==> src/sv/rsr_pkg.sv <==
// Shared constants, register codes and types for the Rossler RK2 integrator.
`default_nettype none

package rsr_pkg;

    localparam int FIELD_BITS     = 48;
    localparam int DT_BITS        = 47;
    localparam int CFG_IDX_BITS   = 3;
    localparam int DEF_WORD_BITS  = 48;
    localparam int DEF_FRAC_BITS  = 32;

    // configuration register indexes
    localparam logic [CFG_IDX_BITS-1:0] CFG_COEF_A       = CFG_IDX_BITS'(0);
    localparam logic [CFG_IDX_BITS-1:0] CFG_COEF_B       = CFG_IDX_BITS'(1);
    localparam logic [CFG_IDX_BITS-1:0] CFG_COEF_C       = CFG_IDX_BITS'(2);
    localparam logic [CFG_IDX_BITS-1:0] CFG_STEP_SIZE    = CFG_IDX_BITS'(3);
    localparam logic [CFG_IDX_BITS-1:0] CFG_WINDOW_START = CFG_IDX_BITS'(4);
    localparam logic [CFG_IDX_BITS-1:0] CFG_WINDOW_END   = CFG_IDX_BITS'(5);

    // reset values, Q16.32
    localparam logic signed [FIELD_BITS-1:0] RST_COEF_A       = 48'sd429496730;
    localparam logic signed [FIELD_BITS-1:0] RST_COEF_B       = 48'sd429496730;
    localparam logic signed [FIELD_BITS-1:0] RST_COEF_C       = 48'sd4294967296;
    localparam logic [DT_BITS-1:0]           RST_STEP_SIZE    = 47'd429497;
    localparam logic [FIELD_BITS-1:0]        RST_WINDOW_START = 48'd8113193222144;
    localparam logic [FIELD_BITS-1:0]        RST_WINDOW_END   = 48'd8594229559296;

    typedef struct packed {
        logic clear;   // restart: forget all maxima
        logic eval;    // step commit: look for a maximum
        logic in_win;  // new time lies inside the window
    } t_peak_ctl;

endpackage

`default_nettype wire

==> src/sv/rsr_mul.sv <==
// Iterative signed fixed-point multiplier: four half-width partial products, truncate, saturate.
`default_nettype none

module rsr_mul #(
    parameter int WORD_BITS = rsr_pkg::DEF_WORD_BITS,
    parameter int FRAC_BITS = rsr_pkg::DEF_FRAC_BITS
) (
    input  wire logic                        i_clk,
    input  wire logic                        i_rst_n,
    input  wire logic                        i_start,
    input  wire logic signed [WORD_BITS-1:0] i_a,
    input  wire logic signed [WORD_BITS-1:0] i_b,
    output logic                             o_done,
    output logic signed [WORD_BITS-1:0]      o_prod
);
    import rsr_pkg::*;

    localparam int W  = WORD_BITS;
    localparam int H  = (W + 1) / 2;
    localparam int AW = 4 * H;
    localparam int QA = AW - FRAC_BITS + 1;
    localparam int QX = (QA > W + 1) ? QA : W + 1;

    localparam logic signed [W-1:0] VMAX = {1'b0, {(W-1){1'b1}}};
    localparam logic signed [W-1:0] VMIN = {1'b1, {(W-1){1'b0}}};

    localparam logic [1:0] M_IDLE = 2'd0;
    localparam logic [1:0] M_PP   = 2'd1;
    localparam logic [1:0] M_RND  = 2'd2;
    localparam logic [1:0] M_SAT  = 2'd3;

    logic [1:0]          r_mst;
    logic [1:0]          r_cnt;
    logic                r_done;
    logic                r_neg;
    logic [2*H-1:0]      r_ua;
    logic [2*H-1:0]      r_ub;
    logic [AW-1:0]       r_acc;
    logic [QX-1:0]       r_q;
    logic signed [W-1:0] r_prod;

    logic [W-1:0]   w_ma;
    logic [W-1:0]   w_mb;
    logic [H-1:0]   w_pa;
    logic [H-1:0]   w_pb;
    logic [2*H-1:0] w_pp;
    logic [AW-1:0]  w_sh;
    logic           w_round;
    logic           w_sat;

    assign w_ma = i_a[W-1] ? $unsigned(-i_a) : $unsigned(i_a);
    assign w_mb = i_b[W-1] ? $unsigned(-i_b) : $unsigned(i_b);

    assign w_pa = r_cnt[0] ? r_ua[2*H-1:H] : r_ua[H-1:0];
    assign w_pb = r_cnt[1] ? r_ub[2*H-1:H] : r_ub[H-1:0];
    assign w_pp = w_pa * w_pb;

    always_comb begin
        case (r_cnt)
            2'd0:    w_sh = AW'(w_pp);
            2'd1:    w_sh = AW'(w_pp) << H;
            2'd2:    w_sh = AW'(w_pp) << H;
            default: w_sh = AW'(w_pp) << (2 * H);
        endcase
    end

    // negative products round toward minus infinity: bump the magnitude
    assign w_round = r_neg & (|r_acc[FRAC_BITS-1:0]);
    assign w_sat   = |r_q[QX-1:W-1];

    always_ff @(posedge i_clk) begin
        if (!i_rst_n) begin
            r_mst  <= M_IDLE;
            r_cnt  <= 2'd0;
            r_done <= 1'b0;
        end else begin
            r_done <= 1'b0;
            case (r_mst)
                M_IDLE: begin
                    if (i_start) begin
                        r_mst <= M_PP;
                        r_cnt <= 2'd0;
                    end
                end
                M_PP: begin
                    r_cnt <= r_cnt + 2'd1;
                    if (r_cnt == 2'd3) begin
                        r_mst <= M_RND;
                    end
                end
                M_RND: begin
                    r_mst <= M_SAT;
                end
                M_SAT: begin
                    r_mst  <= M_IDLE;
                    r_done <= 1'b1;
                end
                default: begin
                    r_mst <= M_IDLE;
                end
            endcase
        end
    end

    always_ff @(posedge i_clk) begin
        case (r_mst)
            M_IDLE: begin
                if (i_start) begin
                    r_ua  <= (2*H)'(w_ma);
                    r_ub  <= (2*H)'(w_mb);
                    r_neg <= i_a[W-1] ^ i_b[W-1];
                    r_acc <= '0;
                end
            end
            M_PP: begin
                r_acc <= r_acc + w_sh;
            end
            M_RND: begin
                r_q <= QX'(r_acc >> FRAC_BITS) + QX'(w_round);
            end
            M_SAT: begin
                if (w_sat) begin
                    r_prod <= r_neg ? VMIN : VMAX;
                end else if (r_neg) begin
                    r_prod <= $signed(-r_q[W-1:0]);
                end else begin
                    r_prod <= $signed(r_q[W-1:0]);
                end
            end
            default: begin
            end
        endcase
    end

    assign o_done = r_done;
    assign o_prod = r_prod;

endmodule

`default_nettype wire

==> config.mk <==
export PLATFORM = sky130hd
export DESIGN_NAME = rsr_mul
export DESIGN_NICKNAME = d
export VERILOG_FILES = /design/src/sv/rsr_pkg.sv /design/src/sv/rsr_mul.sv
export SDC_FILE = /design/constraint.sdc
export NUM_CORES = 2
export LEC_CHECK = 0
export BUFFER_PORTS_ARGS = -buffer_cell sky130_fd_sc_hd__buf_2
export CAP_MARGIN = 30
export CORE_MARGIN = 2
export CORE_UTILIZATION = 65
export DETAILED_ROUTE_END_ITERATION = 7
export GPL_TIMING_DRIVEN = 0
export PLACE_DENSITY = 0.83
export SLEW_MARGIN = 5
export SYNTH_ARGS = -nofsm -noshare
export SYNTH_HDL_FRONTEND = slang
export SYNTH_SLANG_ARGS = --single-unit
==> constraint.sdc <==
create_clock -name i_clk -period 25.9 [get_ports i_clk]
set_input_delay 7.77 -clock i_clk [delete_from_list [all_inputs] [get_ports i_clk]]
set_output_delay 7.77 -clock i_clk [all_outputs]
set_load 0.02 [all_outputs]
## Word level (Yosys, flattened, before mapping)

Cells that the tools add are included.
W data, S select, Z words.

- Register bits: 311

- Reductions and logical operators: 9
- Muxes and demuxes: 16
- Bitwise operators: 2
- Add/sub/neg operators: 6
- Eq/ne operators: 8
- $mul: 1

Operators by type and width:

| operator | count |
|---|---|
| $pmux W96 S2 | 2 |
| $mux W48 | 3 |
| $neg A48 Y48 | 3 |
| $add A96 B96 Y96 | 1 |
| $mux W96 | 1 |
| $mux W47 | 2 |
| $add A64 B1 Y65 | 1 |
| $mul A24 B24 Y48 | 1 |
| $mux W24 | 2 |
| $reduce_or A32 Y1 | 1 |
| $reduce_or A18 Y1 | 1 |
| $eq A2 B2 Y1 const B | 4 |
| $pmux W2 S4 | 1 |
| $mux W2 | 3 |
| $reduce_and A2 Y1 | 3 |
| $eq A2 B1 Y1 const B | 2 |
| $logic_not A2 Y1 | 2 |
| $ne A2 B2 Y1 const B | 2 |
| $pmux W2 S2 | 1 |
| $add A2 B1 Y2 const B | 1 |
| $reduce_bool A2 Y1 | 1 |
| $reduce_or A2 Y1 | 1 |
| $and A1 B1 Y1 | 1 |
| $mux W1 | 1 |
| $xor A1 B1 Y1 | 1 |

## Logic depth before layout (Yosys ltp)

- Depth after elaboration: 5
- Mapped depth: 45

## Worst setup path after synthesis

No wires, ideal clock.

- Path type: input to register
- Start point: in i_a[13]
- End point: reg r_ua[43] (data pin)
- Data required time: 25640 ps
- Data arrival time: 10985 ps
- Setup time: 260 ps
- Stages on the path: 9
- Buffers on the path: 0
- Setup slack: 14655 ps
- Cell sequence: or4_4 -> or4_4 -> or3_4 -> or3_4 -> or4_4 -> or3_4 -> or3_4 -> o31ai_2 -> xnor2_1

- Cells in the longest elaborated chain, start to end: 2

Ends and longest elaborated chain:

| what | RTL line | source |
|---|---|---|
| from (decl) | rsr_mul.sv:11 | `input wire logic signed [WORD_BITS-1:0] i_a,` |
| $neg A48 Y48 | rsr_mul.sv:51 | `assign w_ma = i_a[W-1] ? $unsigned(-i_a) : $unsigned(i_a);` |
| $mux W47 | rsr_mul.sv:51 |  |
| named net w_ma[43] | rsr_mul.sv:42 | `logic [W-1:0] w_ma;` |
| to (signal assigned) | rsr_mul.sv:109 | `r_ua <= (2*H)'(w_ma);` |
| to (decl) | rsr_mul.sv:36 | `logic [2*H-1:0] r_ua;` |

The timed path passes the listed nets, and every way through them passes these cells.
A chain may end at the register's enable or synchronous reset.

## Final worst setup path

- Start point: reg r_cnt[1]
- End point: reg r_acc[92] (data pin)

- Cells in the longest elaborated chain, start to end: 5

Ends and longest elaborated chain:

| what | RTL line | source |
|---|---|---|
| from (decl) | rsr_mul.sv:33 | `logic [1:0] r_cnt;` |
| from (signal assigned) | rsr_mul.sv:86 | `r_cnt <= r_cnt + 2'd1;` |
| $mux W24 (tied with other cells) | rsr_mul.sv:55 | `assign w_pb = r_cnt[1] ? r_ub[2*H-1:H] : r_ub[H-1:0];` |
| $mul A24 B24 Y48 / $reduce_or A2 Y1 (equally long branches) | n/a |  |
| $pmux W96 S2 * | rsr_mul.sv:59 | `case (r_cnt)` |
| $add A96 B96 Y96 * | rsr_mul.sv:116 | `r_acc <= r_acc + w_sh;` |
| $pmux W96 S2 * | rsr_mul.sv:106 | `case (r_mst)` |
| to (signal assigned) | rsr_mul.sv:116 |  |
| to (decl) | rsr_mul.sv:38 | `logic [AW-1:0] r_acc;` |

Mark *: on every way between the ends. The rest lies on a longest branch, timed or not.

==> results.ini <==
[run_status]
outcome=finished clean

[cts]
clk_path_buf_depth=3
cts_setup_buffers=0
cts_resized=0
cts-root-buf=clkbuf_16
clk_latency_ns=0.61
cts.sinks=311
clkSlewWorstSetupHoldPaths_ns=0.06
ctsHtreeMaxLevel=2
cts_tree=done
cts_buffers=37
holdBufCountCts=0

[layout]
final_cell_mix=622 x inv_1, 545 x nand2_1, 539 x nor2_1
mostFrequentLayoutCell=inv_1
finalInstanceArea_um2=43400
instances_no_fill=5475
syn_to_final_growth_pct=8.26
drive_gt1_share_pct=6.98
fin_nets=5517

[critical_path]
arrival_ns=14.75
r2r-end=r_acc[92]
reg2reg_slack_ns=11.48
cp-start-kind=flip-flop
crit_type=reg -> reg
max_stage_delay_ns=0.77
cp.required_ns=26.23
crit_fanout=10
endpoint_kind=flip-flop
worst-r2r-cell-count=41
crit_slowest_cell=buf_1
cp_common_cell=fa_1
endpoint=r_acc[92]
reg2reg_from=r_cnt[1]
crit_start=r_cnt[1]

[timing]
slew_headroom_pct=26.6
worst_slew_pin_slew_ns=1.07
finalClockSkew_ns=0.0552
final_hold_viol_count=0
setup_viol=0
fmax_mhz=69.4
rsz0062_at_grt=no
maxSlewViolCount=0
period_minus_slack_ns=14.42
setup_tns_ns=0
finalCritPeriodShare_pct=55.7

[die]
die_height_um=252
pin_count=148
core_region_area_um2=61400
die_x_um=252
initial_core_util_pct=65.3
rows=91
die_area_um2=63700

[yosys]
synth_seq_cells=311
yosysWarnings=0
synth.top_cell.area_share_pct=24.1
syn_avg_cell_area_um2=9.02
netlist_instances=4444
synthTopCellsByArea=fa_1 24%, edfxtp_1 23%, ha_1 8.8%
yosys_most_used_dff=edfxtp_1
synth_top_area_cell=fa_1
synth_seq_area_share_pct=23.2
ys_types=70
syn-cell-area_um2=40100
synthesis.nets=5307
synthArstFlopShare_pct=0
synth_edf_count=306

[grt]
antenna_found_initial=2
grt_max_degree=67
grt_use_total_pct=39.1
grt_first_pass_wirelength_um=188000
grt.overflow.total=0
grt_pass1_vias=33029

[worst_hold_path]
hold_path_class=reg -> reg

[placed_design]
place_congestion=1.03
place_inst=5402
dp_hpwl_um=103000
io_buffers=147
placedInstanceArea_um2=42100

[job]
maxCapViolCount=0

[route]
antenna_left=0
vias=34189
drt_drc_violations_left=0
avgRoutedWirePerCell_um=22.7
drt_iter0_markers=3724
first_pass_iters=7
drt-total-wl_um=124000
vias_per_cell=6.24

-- layer usage --
layer	global-route usage, %	up-vias	share of wire, %
met5	0	-	0
met4	19.1	0	5.7
met3	10.9	449	13
met2	59.3	2002	44
met1	52.1	16569	38
li1	-	15169	-
-- cell type report --
class / count / area [um2]
clock inverter: 25 / 305
buffer: 180 / 676
sequential: 311 / 9290
timing repair buffer: 171 / 1010
clock buffer: 43 / 948
inverter: 624 / 2340
fill: 4837 / 18000
multi-input combinational: 3329 / 27800
antenna: 2 / 5.00
tap: 790 / 988
-- logic make-up after synthesis --
family	count (synthesis)	synth area share (%)
xor+xnor	299	6.53
buf+inv	804	7.53
compound gates	701	11.3
fa+ha+maj	764	32.9
simple gates	1476	16.1
flops	311	23.2
mux	89	2.36
-- flip-flops by register name, summed over array words and instances (netlist names) --
| name | cells |
|---|---|
| r_q | 65 |
| r_neg | 1 |
| o_done | 1 |
| r_mst | 2 |
| r_cnt | 2 |
| r_ua | 48 |
| r_ub | 48 |
| o_prod | 48 |
| r_acc | 96 |
-- worst min-delay path by stage --
| stage | start | end | depth (start not counted) |
|---|---|---|---|
| finish | r_mst[0] | r_mst[0] | 2 |
| global route | r_mst[0] | r_mst[0] | 2 |
| CTS | r_mst[0] | r_mst[0] | 2 |
| detailed placement | r_mst[0] | r_mst[0] | 2 |
| global placement | r_mst[0] | r_mst[0] | 2 |
| floorplan | r_mst[0] | r_mst[0] | 2 |
-- cells in the mapped netlist (5+ instances only) --
cell and number:
nand2b_1 19, nand4_1 55, edfxtp_1 306, o31ai_1 41
a31oi_1 13, or3_1 54, o211a_1 5, xnor2_1 214
o211ai_1 9, o22ai_1 13, nor3_1 43, mux2_2 45
xor2_1 85, o21ai_0 164, o31ai_2 6, inv_1 623
nand3_1 71, a211oi_1 14, a21oi_1 179, and2_1 48
o41ai_1 18, a22o_1 19, nor4_1 22, nor2_1 539
or4_1 12, clkbuf_1 174, o311ai_0 22, a21boi_0 10
buf_1 6, or3_4 7, mux2i_1 44, a221oi_1 8
a31o_2 6, and3_1 20, nand2_1 545, o21a_1 22
dfxtp_1 5, fa_1 483, nor2b_1 11, o21bai_1 31
or2_2 15, a21o_1 92, ha_1 281
-- per-stage QoR --
stage,hold WS (ns),util (%),worst slack (ns)
final,0.551,70.7,11.48
after global routing,0.578,70.7,11.22
after CTS,0.555,70.6,12.06
after detailed placement,0.542,68.6,12.07
after global placement,0.518,68.1,12.13
after floorplan,0.500,-,14.66
-- critical path: cells and delay by family (launching register included) --
family,cells,cell delay (ns)
buffers and inverters,11,2.90
multiplexers,1,0.57
AO/OA/AOI/OAI,12,4.03
adder cells (fa/ha/maj),9,4.32
AND/OR/NAND/NOR,6,1.29
XOR/XNOR,2,0.69
flip-flops,1,0.36
Power is not shown: default switching activity piles up to over one toggle a cycle in this logic, so the estimate is an artifact.
