`src/sv/rsr_pkg.sv`:
```
// Shared constants, register codes and types for the Rossler RK2 integrator.
`default_nettype none

package rsr_pkg;

    localparam int FIELD_BITS     = 48;
    localparam int DT_BITS        = 47;
    localparam int CFG_IDX_BITS   = 3;
    localparam int DEF_WORD_BITS  = 48;
    localparam int DEF_FRAC_BITS  = 32;

    // configuration register indexes
    localparam logic [CFG_IDX_BITS-1:0] CFG_COEF_A       = CFG_IDX_BITS'(0);
    localparam logic [CFG_IDX_BITS-1:0] CFG_COEF_B       = CFG_IDX_BITS'(1);
    localparam logic [CFG_IDX_BITS-1:0] CFG_COEF_C       = CFG_IDX_BITS'(2);
    localparam logic [CFG_IDX_BITS-1:0] CFG_STEP_SIZE    = CFG_IDX_BITS'(3);
    localparam logic [CFG_IDX_BITS-1:0] CFG_WINDOW_START = CFG_IDX_BITS'(4);
    localparam logic [CFG_IDX_BITS-1:0] CFG_WINDOW_END   = CFG_IDX_BITS'(5);

    // reset values, Q16.32
    localparam logic signed [FIELD_BITS-1:0] RST_COEF_A       = 48'sd429496730;
    localparam logic signed [FIELD_BITS-1:0] RST_COEF_B       = 48'sd429496730;
    localparam logic signed [FIELD_BITS-1:0] RST_COEF_C       = 48'sd4294967296;
    localparam logic [DT_BITS-1:0]           RST_STEP_SIZE    = 47'd429497;
    localparam logic [FIELD_BITS-1:0]        RST_WINDOW_START = 48'd8113193222144;
    localparam logic [FIELD_BITS-1:0]        RST_WINDOW_END   = 48'd8594229559296;

    typedef struct packed {
        logic clear;   // restart: forget all maxima
        logic eval;    // step commit: look for a maximum
        logic in_win;  // new time lies inside the window
    } t_peak_ctl;

endpackage

`default_nettype wire

```
`src/sv/rsr_peak.sv`:
```
// Local-maximum tracker for one state variable: first peak time and period.
`default_nettype none

module rsr_peak #(
    parameter int WORD_BITS = rsr_pkg::DEF_WORD_BITS
) (
    input  wire logic                        i_clk,
    input  wire logic                        i_rst_n,
    input  wire rsr_pkg::t_peak_ctl          i_ctl,
    input  wire logic signed [WORD_BITS-1:0] i_cur,
    input  wire logic signed [WORD_BITS-1:0] i_prev,
    input  wire logic signed [WORD_BITS-1:0] i_nxt,
    input  wire logic [WORD_BITS-1:0]        i_time,
    output logic [WORD_BITS-1:0]             o_period,
    output logic                             o_valid
);
    import rsr_pkg::*;

    localparam logic [1:0] PH_NONE = 2'd0;
    localparam logic [1:0] PH_ONE  = 2'd1;
    localparam logic [1:0] PH_DONE = 2'd2;

    logic [1:0]           r_phase;
    logic [WORD_BITS-1:0] r_first;
    logic [WORD_BITS-1:0] r_period;

    logic w_hit;

    assign w_hit = i_ctl.eval && i_ctl.in_win && (i_cur > i_nxt) && (i_cur > i_prev);

    always_ff @(posedge i_clk) begin
        if (!i_rst_n) begin
            r_phase  <= PH_NONE;
            r_period <= '0;
        end else if (i_ctl.clear) begin
            r_phase  <= PH_NONE;
            r_period <= '0;
        end else if (w_hit) begin
            case (r_phase)
                PH_NONE: begin
                    r_phase <= PH_ONE;
                end
                PH_ONE: begin
                    r_phase  <= PH_DONE;
                    r_period <= (i_time >= r_first) ? i_time - r_first : '0;
                end
                default: begin
                end
            endcase
        end
    end

    // first peak time is only read once written
    always_ff @(posedge i_clk) begin
        if (w_hit && !i_ctl.clear && r_phase == PH_NONE) begin
            r_first <= i_time;
        end
    end

    assign o_period = r_period;
    assign o_valid  = (r_phase == PH_DONE);

endmodule

`default_nettype wire
```
`config.mk`:
```
export PLATFORM = sky130hd
export DESIGN_NAME = rsr_peak
export DESIGN_NICKNAME = d
export VERILOG_FILES = /design/src/sv/rsr_pkg.sv /design/src/sv/rsr_peak.sv
export SDC_FILE = /design/constraint.sdc
export NUM_CORES = 1
export LEC_CHECK = 0
export BUFFER_PORTS_ARGS = -buffer_cell sky130_fd_sc_hd__buf_2
export CAP_MARGIN = 20
export CORE_MARGIN = 5
export CORE_UTILIZATION = 25
export DETAILED_ROUTE_END_ITERATION = 12
export PLACE_DENSITY_LB_ADDON = 0.08
export SLEW_MARGIN = 20
export SYNTH_ARGS = -nofsm -noshare
export SYNTH_HDL_FRONTEND = slang
export SYNTH_SLANG_ARGS = --single-unit
```
`constraint.sdc`:
```
create_clock -name i_clk -period 15.68 [get_ports i_clk]
set_clock_uncertainty 0.1 [all_clocks]
set_input_delay 2.352 -clock i_clk [delete_from_list [all_inputs] [get_ports i_clk]]
set_output_delay 2.352 -clock i_clk [all_outputs]
set_load 0.03 [all_outputs]
```
# Yosys cells after proc, flatten, opt, wreduce, memory -nomap -nowiden

Index checks and enable logic that the tools add are counted.

Bits of input ports: 197
Bits in registers: 98

Add/sub/neg operators: 1
Muxes and demuxes: 2
Bitwise operators: 1
Equality and inequality tests: 2
Reduce and logical (&&, ||, !) cells: 11
$lt $le $gt $ge: 3

Operators by type and width:

| cell                                                             | number |
|---|---|
| 48-bit > comparator                                              | 2 |
| 48-bit greater-or-equal comparator                               | 1 |
| 48-bit two-way mux                                               | 1 |
| 48-bit subtractor                                                | 1 |
| 1-bit logical AND                                                | 5 |
| 2-bit case mux with 2 select lines                               | 1 |
| 2-bit AND reduction                                              | 2 |
| 2-bit by 1-bit == test with 1-bit output (second input constant) | 1 |
| 2-bit == test (second input constant)                            | 1 |
| 2-bit zero test                                                  | 1 |
| 2-bit nonzero test                                               | 1 |
| 2-bit OR reduction                                               | 1 |
| 1-bit zero test                                                  | 1 |
| 1-bit NOT                                                        | 1 |

# Depth between registers and ports, before layout

Gate-level depths: netlist of run 1.

Word-level depth: 5
Mapped depth: 16
Gate-level depth less buffers: 14

# Worst setup path after synthesis of run 1

OpenSTA, ideal clock, no wires.

Path type: input to register
Start point: input port i_nxt[29]
End point: register r_first[0] (enable)
Arrival time: 7.652 ns
Library setup time: 0.523 ns
Path slack: 7.406 ns
Stages on the path: 11
Path through: inv_1 ha_1 a21o_1 a21o_1 a21oi_1 o21ai_0 a221o_1 a211oi_1 mux2i_1 nor3_2 nor3b_1

Longest elaborated chain between the ends: 5

RTL lines:

| element                        | RTL line       | text |
|---|---|---|
| from (decl)                    | rsr_peak.sv:12 | `input wire logic signed [WORD_BITS-1:0] i_nxt,` |
| 48-bit > comparator            | rsr_peak.sv:29 | `assign w_hit = i_ctl.eval && i_ctl.in_win && (i_cur > i_nxt) && (i_cur > i_prev);` |
| 1-bit logical AND (2 in a row) | rsr_peak.sv:29 |  |
| 1-bit logical AND (2 in a row) | rsr_peak.sv:55 | `if (w_hit && !i_ctl.clear && r_phase == PH_NONE) begin` |
| to (signal assigned)           | rsr_peak.sv:56 | `r_first <= i_time;` |
| to (decl)                      | rsr_peak.sv:24 | `logic [WORD_BITS-1:0] r_first;` |

Every way passes these cells.
A chain may end at the register's enable or synchronous reset.

# Worst setup path after layout of run 1

Start point: input port i_cur[29]
End point: register r_first[29] (enable)

Longest elaborated chain between the ends: 5

RTL lines:

| element                          | RTL line       | text |
|---|---|---|
| from (decl)                      | rsr_peak.sv:10 | `input wire logic signed [WORD_BITS-1:0] i_cur,` |
| 48-bit > comparator              | rsr_peak.sv:29 |  |
| 1-bit logical AND                | rsr_peak.sv:29 |  |
| 1-bit logical AND *              | rsr_peak.sv:29 |  |
| 1-bit logical AND * (2 in a row) | rsr_peak.sv:55 |  |

Mark *: on every way between the ends. The rest lies on a longest branch, timed or not.

==> impl_metrics.py, run 1 <==
metrics = {
    "cells_and_area": {
        "nets": 1506,
        "post-route-cell-area_um2": 10240,
        "area_growth_pct": 24.23,
        "drive_gt1_share_pct": 23.78,
        "n_fill_cell": 3515,
    },
    "routing": {
        "wl_um": 26670,
        "drt.antenna.violating_nets": 0,
        "dr.pass1.iters": 4,
        "post_drt_wl_per_cell_um": 16.54,
        "drt_iter0_drc": 255,
        "route.detailed.drc": 0,
        "vias": 7319,
        "viasPerCell": 4.540,
    },
    "global_routing": {
        "grt_pass1_wl_um": 41450,
        "grt_pass1_vias": 7762,
        "grt_max_degree": 49,
        "gr-total-overflow": 0,
        "grtUsageTotal_pct": 14.38,
        "antenna_found_initial": 7,
    },
    "min_path": {
        "hp-class": "reg -> reg",
    },
    "critical_path": {
        "ff2ff_setup_slack_ns": 11.86,
        "setup.worst_path.start_class": "input pin",
        "path_class": "in -> reg",
        "max_stage_delay_ns": 0.63,
        "critical_path_required_ns": 15.56,
        "cpMostUsedCell": "a21o_1",
        "path_max_fanout": 48,
        "arrival_ns": 5.57,
        "crit_family": "compound AO/OA/AOI/OAI gates",
        "path_buf_inv": 2,
        "end_kind": "register",
        "crit_chain": "buf_2 -> ha_1 -> a21o_1 -> a21o_1 -> a21oi_1 -> o21ai_0 -> a221o_1 -> a211oi_1 -> mux2i_1 -> nor3_2 -> nor3b_2 -> buf_4",
        "crit_slowest_cell": "buf_4",
    },
    "sta": {
        "setup-tns-final_ns": 0,
        "slew_viol_final": 0,
        "slew_headroom_pct": 46.81,
        "setup-violations-final": 0,
        "tightest_slew_ns": 0.7906,
        "grt_setup_unrepaired": "no",
        "layout_min_cycle_time_ns": 5.688,
        "finalHoldViolCount": 0,
        "fmax_mhz": 175.8,
        "finalCritPeriodShare_pct": 36.28,
    },
    "floorplanning": {
        "dieArea_um2": 36690,
        "dieHeight_um": 191.6,
        "initial_core_util_pct": 25.33,
        "num_rows": 66,
        "die_w_um": 191.6,
        "core_area_um2": 32540,
        "io_pins": 246,
    },
    "pwr": {
        "p_sw_uw": 214.2,
        "irDropWorstVdd_mv": 0.04367,
        "power_density_nw_per_um2": 66.03,
        "pwr-share-seq_pct": 40.3,
        "p_clk_share_pct": 33.5,
        "netSwitchingFraction_pct": 31.68,
        "leakage_uw": 0.005274,
        "internal-power_uw": 461.8,
        "comb_power_share_pct": 26.3,
    },
    "outcome": {
        "run_status": "completed",
    },
    "clocking": {
        "cts_made_buffers": 9,
        "cts_resized": 0,
        "post_cts_buffers": 0,
        "clock-sinks": 98,
        "postCtsHoldBufs": 0,
        "path_clk_slew_ns": 0.08,
        "clock_insertion_delay_worst_skew_ns": 0.36,
        "root_buffer": "clkbuf_16",
        "h-tree-depth": 3,
        "cts_max_path_buffers": 2,
        "cts_tree": "done",
    },
    "placed_design": {
        "routabilityCongestion": 0.7795,
        "postPlaceCellArea_um2": 9941,
        "place_hpwl_um": 22540,
        "portBuffers": 245,
    },
    "synth": {
        "yosysMostFrequentCell": "inv_1",
        "seq_area_frac_synth_pct": 29.64,
        "yosysTopAreaCellShare_pct": 21.86,
        "syn-num-nets": 1267,
        "synth_edf_count": 48,
        "ys_ff_latch": 98,
        "synth_area_um2": 8240,
        "async_flop_share_pct": 0,
        "synth.avg_cell_area_um2": 8.909,
        "synth_area_leaders": "ha_1 22%, edfxtp_1 17%, dfxtp_1 12%",
        "ys_warn_count": 0,
        "synth_top_area_cell": "ha_1",
        "ys.flop_type": "dfxtp_1",
        "yosys-top-cells-count": "154 x inv_1, 144 x ha_1, 84 x a21oi_1",
        "syn_inst": 925,
        "synth_cell_types": 61,
    },
    "run": {
        "drv_cap": 0,
    },
}
-- layout make-up --
| class | instances | area [um^2] | area share, % |
|---|---|---|---|
| well taps | 442 | 553.0 | 5.402 |
| diodes | 1 | 2.502 | 0.02444 |
| clock buffers | 9 | 225.2 | 2.200 |
| repair buffers | 247 | 1241 | 12.12 |
| inverters | 154 | 578.1 | 5.647 |
| multi-input cells | 654 | 5126 | 50.07 |
| flip-flops and latches | 98 | 2442 | 23.86 |
| clock inverters | 7 | 68.82 | 0.6722 |
-- path summary, 6_finish.rpt --
check	from	end	cells after the start
hold reg to reg	o_period[42]	o_period[42]	1
setup reg to reg	r_first[0]	o_period[43]	13
hold / removal	o_period[42]	o_period[42]	1
setup / recovery	i_cur[29]	r_first[29]	12
-- power by group through the flow --
stage / registers [uW] / clock network [uW] / logic, uW
finish: 272 / 226 / 178
global route: 272 / 246 / 204
floorplan: 278 / 0 / 114
global placement: 278 / 0 / 181
CTS: 272 / 238 / 182
detailed placement: 278 / 0 / 180
-- sequential cells by signal, indices dropped and copies added (netlist names) --
name      flops
r_first      48
r_phase       2
o_period     48
-- per-layer routing --
metal | share of wire (%) | up-vias | GRT usage, %
met2 | 46 | 149 | 24.05
met5 | 0.36 | - | 0
met1 | 46 | 3299 | 18.37
met3 | 6.3 | 31 | 4.511
li1 | - | 3826 | -
met4 | 1.2 | 14 | 2.790
-- cells by family after synthesis --
kind of cell               synth area share, %
buffers and inverters                    8.351
xor gates and xnor gates                 4.889
adders and majority gates                22.11
and+or+nand+nor                          10.78
AOI/OAI and AO/OA                        24.11
DFF                                      29.64
muxes                                   0.1215
-- through the flow --
stage               utilization (%)  total power (uW)  hold WS, ns  cells  worst slack [ns]
global placement              30.55             459.2       0.3537   1595             9.494
floorplan                         -             392.6       0.3514    925             7.406
global route                  31.46             722.7       0.3861   1611             9.587
finish                        31.46             675.9       0.3772   1612             9.992
detailed placement            30.55             458.3       0.3586   1595             9.525
CTS                           31.46             691.6       0.3809   1611             9.903
-- layout by cell type, fill, tap and decap left out, drive strengths merged, types with 3 or more instances in the layout --
cell / instances
and3: 5
o31ai: 3
and4: 4
a22o: 46
nand2b: 10
inv: 158
ha: 144
a311oi: 5
xor2: 15
or3: 5
xnor2: 31
nor3: 12
nor2: 30
nand3: 11
nand4: 31
a21o: 53
nor4: 5
o211ai: 6
a211oi: 12
o21bai: 8
buf: 247
nor2b: 10
a31oi: 3
clkbuf: 9
edfxtp: 48
dfxtp: 50
a21oi: 85
o21ai: 45
nand2: 44
a21boi: 3
(Power assumes the default switching activity.)
==> inputs of run 2 (changes only) <==
==> constraint.sdc (replaced) <==
create_clock -name i_clk -period 4.9 [get_ports i_clk]
set_clock_uncertainty 0.1 [all_clocks]
set_input_delay 0.735 -clock i_clk [delete_from_list [all_inputs] [get_ports i_clk]]
set_output_delay 0.735 -clock i_clk [all_outputs]
set_load 0.03 [all_outputs]
==> run 2 against run 1 <==
- clock-buffer cell count unchanged
- setup slack lost 9.1 ns
- final area up 0.60%
- first-iteration DRC count rose by 12%
- non-clock buffer count grew 7
- total power grew to 3.2 times the previous value
- sequential cell count unchanged
- global-route usage about the same
- critical path type unchanged
- register-to-register slack got worse by 11 ns
- hold slack barely moved
- sequential power rose to 3.2 times the previous value
==> impl_metrics.py, run 2 (synthesis gave the netlist of run 1 again) <==
metrics = {
    "outcome": {
        "run_status": "completed",
    },
    "clocking": {
        "post_cts_buffers": 0,
        "cts_max_path_buffers": 2,
        "cts_resized": 0,
        "postCtsHoldBufs": 0,
        "root_buffer": "clkbuf_16",
        "cts_tree": "done",
        "cts_made_buffers": 9,
        "clock-sinks": 98,
        "h-tree-depth": 3,
        "clock_insertion_delay_worst_skew_ns": 0.36,
        "path_clk_slew_ns": 0.08,
    },
    "critical_path": {
        "end_kind": "register",
        "critical_path_required_ns": 4.79,
        "crit_chain": "buf_2 -> inv_1 -> ha_1 -> nand4_1 -> nor4_1 -> nand2_1 -> nor3_1 -> a211oi_1 -> mux2i_1 -> nor3_2 -> nor3b_4 -> buf_4",
        "crit_slowest_cell": "nor3_2",
        "setup.worst_path.start_class": "input pin",
        "arrival_ns": 3.94,
        "max_stage_delay_ns": 0.58,
        "path_buf_inv": 3,
        "path_class": "in -> reg",
        "crit_family": "simple AND/OR/NAND/NOR gates",
        "path_max_fanout": 33,
    },
    "pwr": {
        "pwr-share-seq_pct": 40.4,
        "irDropWorstVdd_mv": 0.1254,
        "netSwitchingFraction_pct": 31.47,
        "internal-power_uw": 1477,
        "comb_power_share_pct": 26.6,
        "power_density_nw_per_um2": 209.2,
        "leakage_uw": 0.005311,
        "p_clk_share_pct": 33.0,
        "p_sw_uw": 678.0,
    },
    "routing": {
        "drt_iter0_drc": 286,
        "viasPerCell": 4.545,
        "wl_um": 26790,
        "dr.pass1.iters": 4,
        "route.detailed.drc": 0,
        "post_drt_wl_per_cell_um": 16.54,
        "vias": 7363,
        "drt.antenna.violating_nets": 0,
    },
    "placed_design": {
        "portBuffers": 245,
        "routabilityCongestion": 0.8141,
        "place_hpwl_um": 22760,
    },
    "cells_and_area": {
        "final_cell_mix": "245 x buf_2, 154 x inv_1, 144 x ha_1",
        "final_common_cell": "buf_2",
        "drive_gt1_share_pct": 24.23,
        "area_growth_pct": 24.98,
        "final_util_pct": 31.65,
        "nets": 1513,
    },
    "global_routing": {
        "gr-total-overflow": 0,
        "grt_pass1_wl_um": 41500,
        "antenna_found_initial": 4,
        "grt_max_degree": 49,
        "grt_pass1_vias": 7709,
        "grtUsageTotal_pct": 14.37,
    },
    "sta": {
        "setup-tns-final_ns": 0,
        "slew_headroom_pct": 51.57,
        "fmax_mhz": 246.9,
        "hold-worst-slack_ns": 0.3771,
        "slew_viol_final": 0,
        "layout_min_cycle_time_ns": 4.051,
        "finalHoldViolCount": 0,
        "tightest_slew_ns": 0.7198,
        "grt_setup_unrepaired": "no",
        "setup-violations-final": 0,
        "finalCritPeriodShare_pct": 82.67,
    },
    "floorplanning": {
        "dieArea_um2": 36690,
        "initial_core_util_pct": 25.33,
        "num_rows": 66,
        "io_pins": 246,
        "core_area_um2": 32540,
        "dieHeight_um": 191.6,
        "die_w_um": 191.6,
    },
    "min_path": {
        "hp-class": "reg -> reg",
    },
    "run": {
        "drv_cap": 0,
    },
}
run 2: area by class of cell:
cell class / instances / area [um^2]
antenna: 2 / 5.005
clock buffer: 9 / 225.2
clock inverter: 7 / 56.30
fill: 3569 / 22240
inverter: 154 / 578.1
multi-input combinational: 654 / 5132
sequential: 98 / 2442
tap: 442 / 553.0
timing repair buffer: 254 / 1306
run 2: power by group through the flow:
stage	Clock, uW	Combinational, uW	Sequential [uW]
global placement	0	581	890
finish	710	573	871
floorplan	0	366	890
CTS	742	582	871
detailed placement	0	578	890
global route	772	653	872
run 2: worst paths after layout:
path	start	to	slack (ns)	cells after the start
worst max-delay path	i_nxt[47]	r_first[32]	0.85	12
worst max register to register	r_first[0]	o_period[1]	1.21	14
worst min-delay path	o_period[43]	o_period[43]	0.38	1
worst min register to register	o_period[43]	o_period[43]	0.38	1
run 2: worst reg2reg max path: stages (launching register included):
cell and delay (ns):
edfxtp_1 0.36, ha_1 0.17, inv_1 0.06, fa_1 0.43
a211oi_2 0.26, o211ai_2 0.16, a32oi_2 0.37, a211oi_2 0.15
a41oi_2 0.34, o31ai_4 0.14, a311oi_1 0.27, o21ai_1 0.12
and4_4 0.21, buf_12 0.19, a22o_1 0.26
run 2: per-layer routing:
metal	GRT usage, %	routed length [um]	vias up
li1	-	-	3838
met3	2.958	1120	13
met4	2.652	218	4
met1	18.96	12660	3362
met2	24.50	12770	146
met5	0	19	-
run 2: through the flow:
stage / total power (uW) / setup slack [ns] / area, um^2 / cells
after floorplan: 1256 / 0.5846 / 8252 / 925
after global placement: 1471 / 0.3414 / 10010 / 1602
after detailed placement: 1468 / 0.3724 / 10010 / 1602
after CTS: 2194 / 0.7328 / 10290 / 1618
after global routing: 2296 / 0.5534 / 10300 / 1620
final: 2155 / 0.8493 / 10300 / 1620
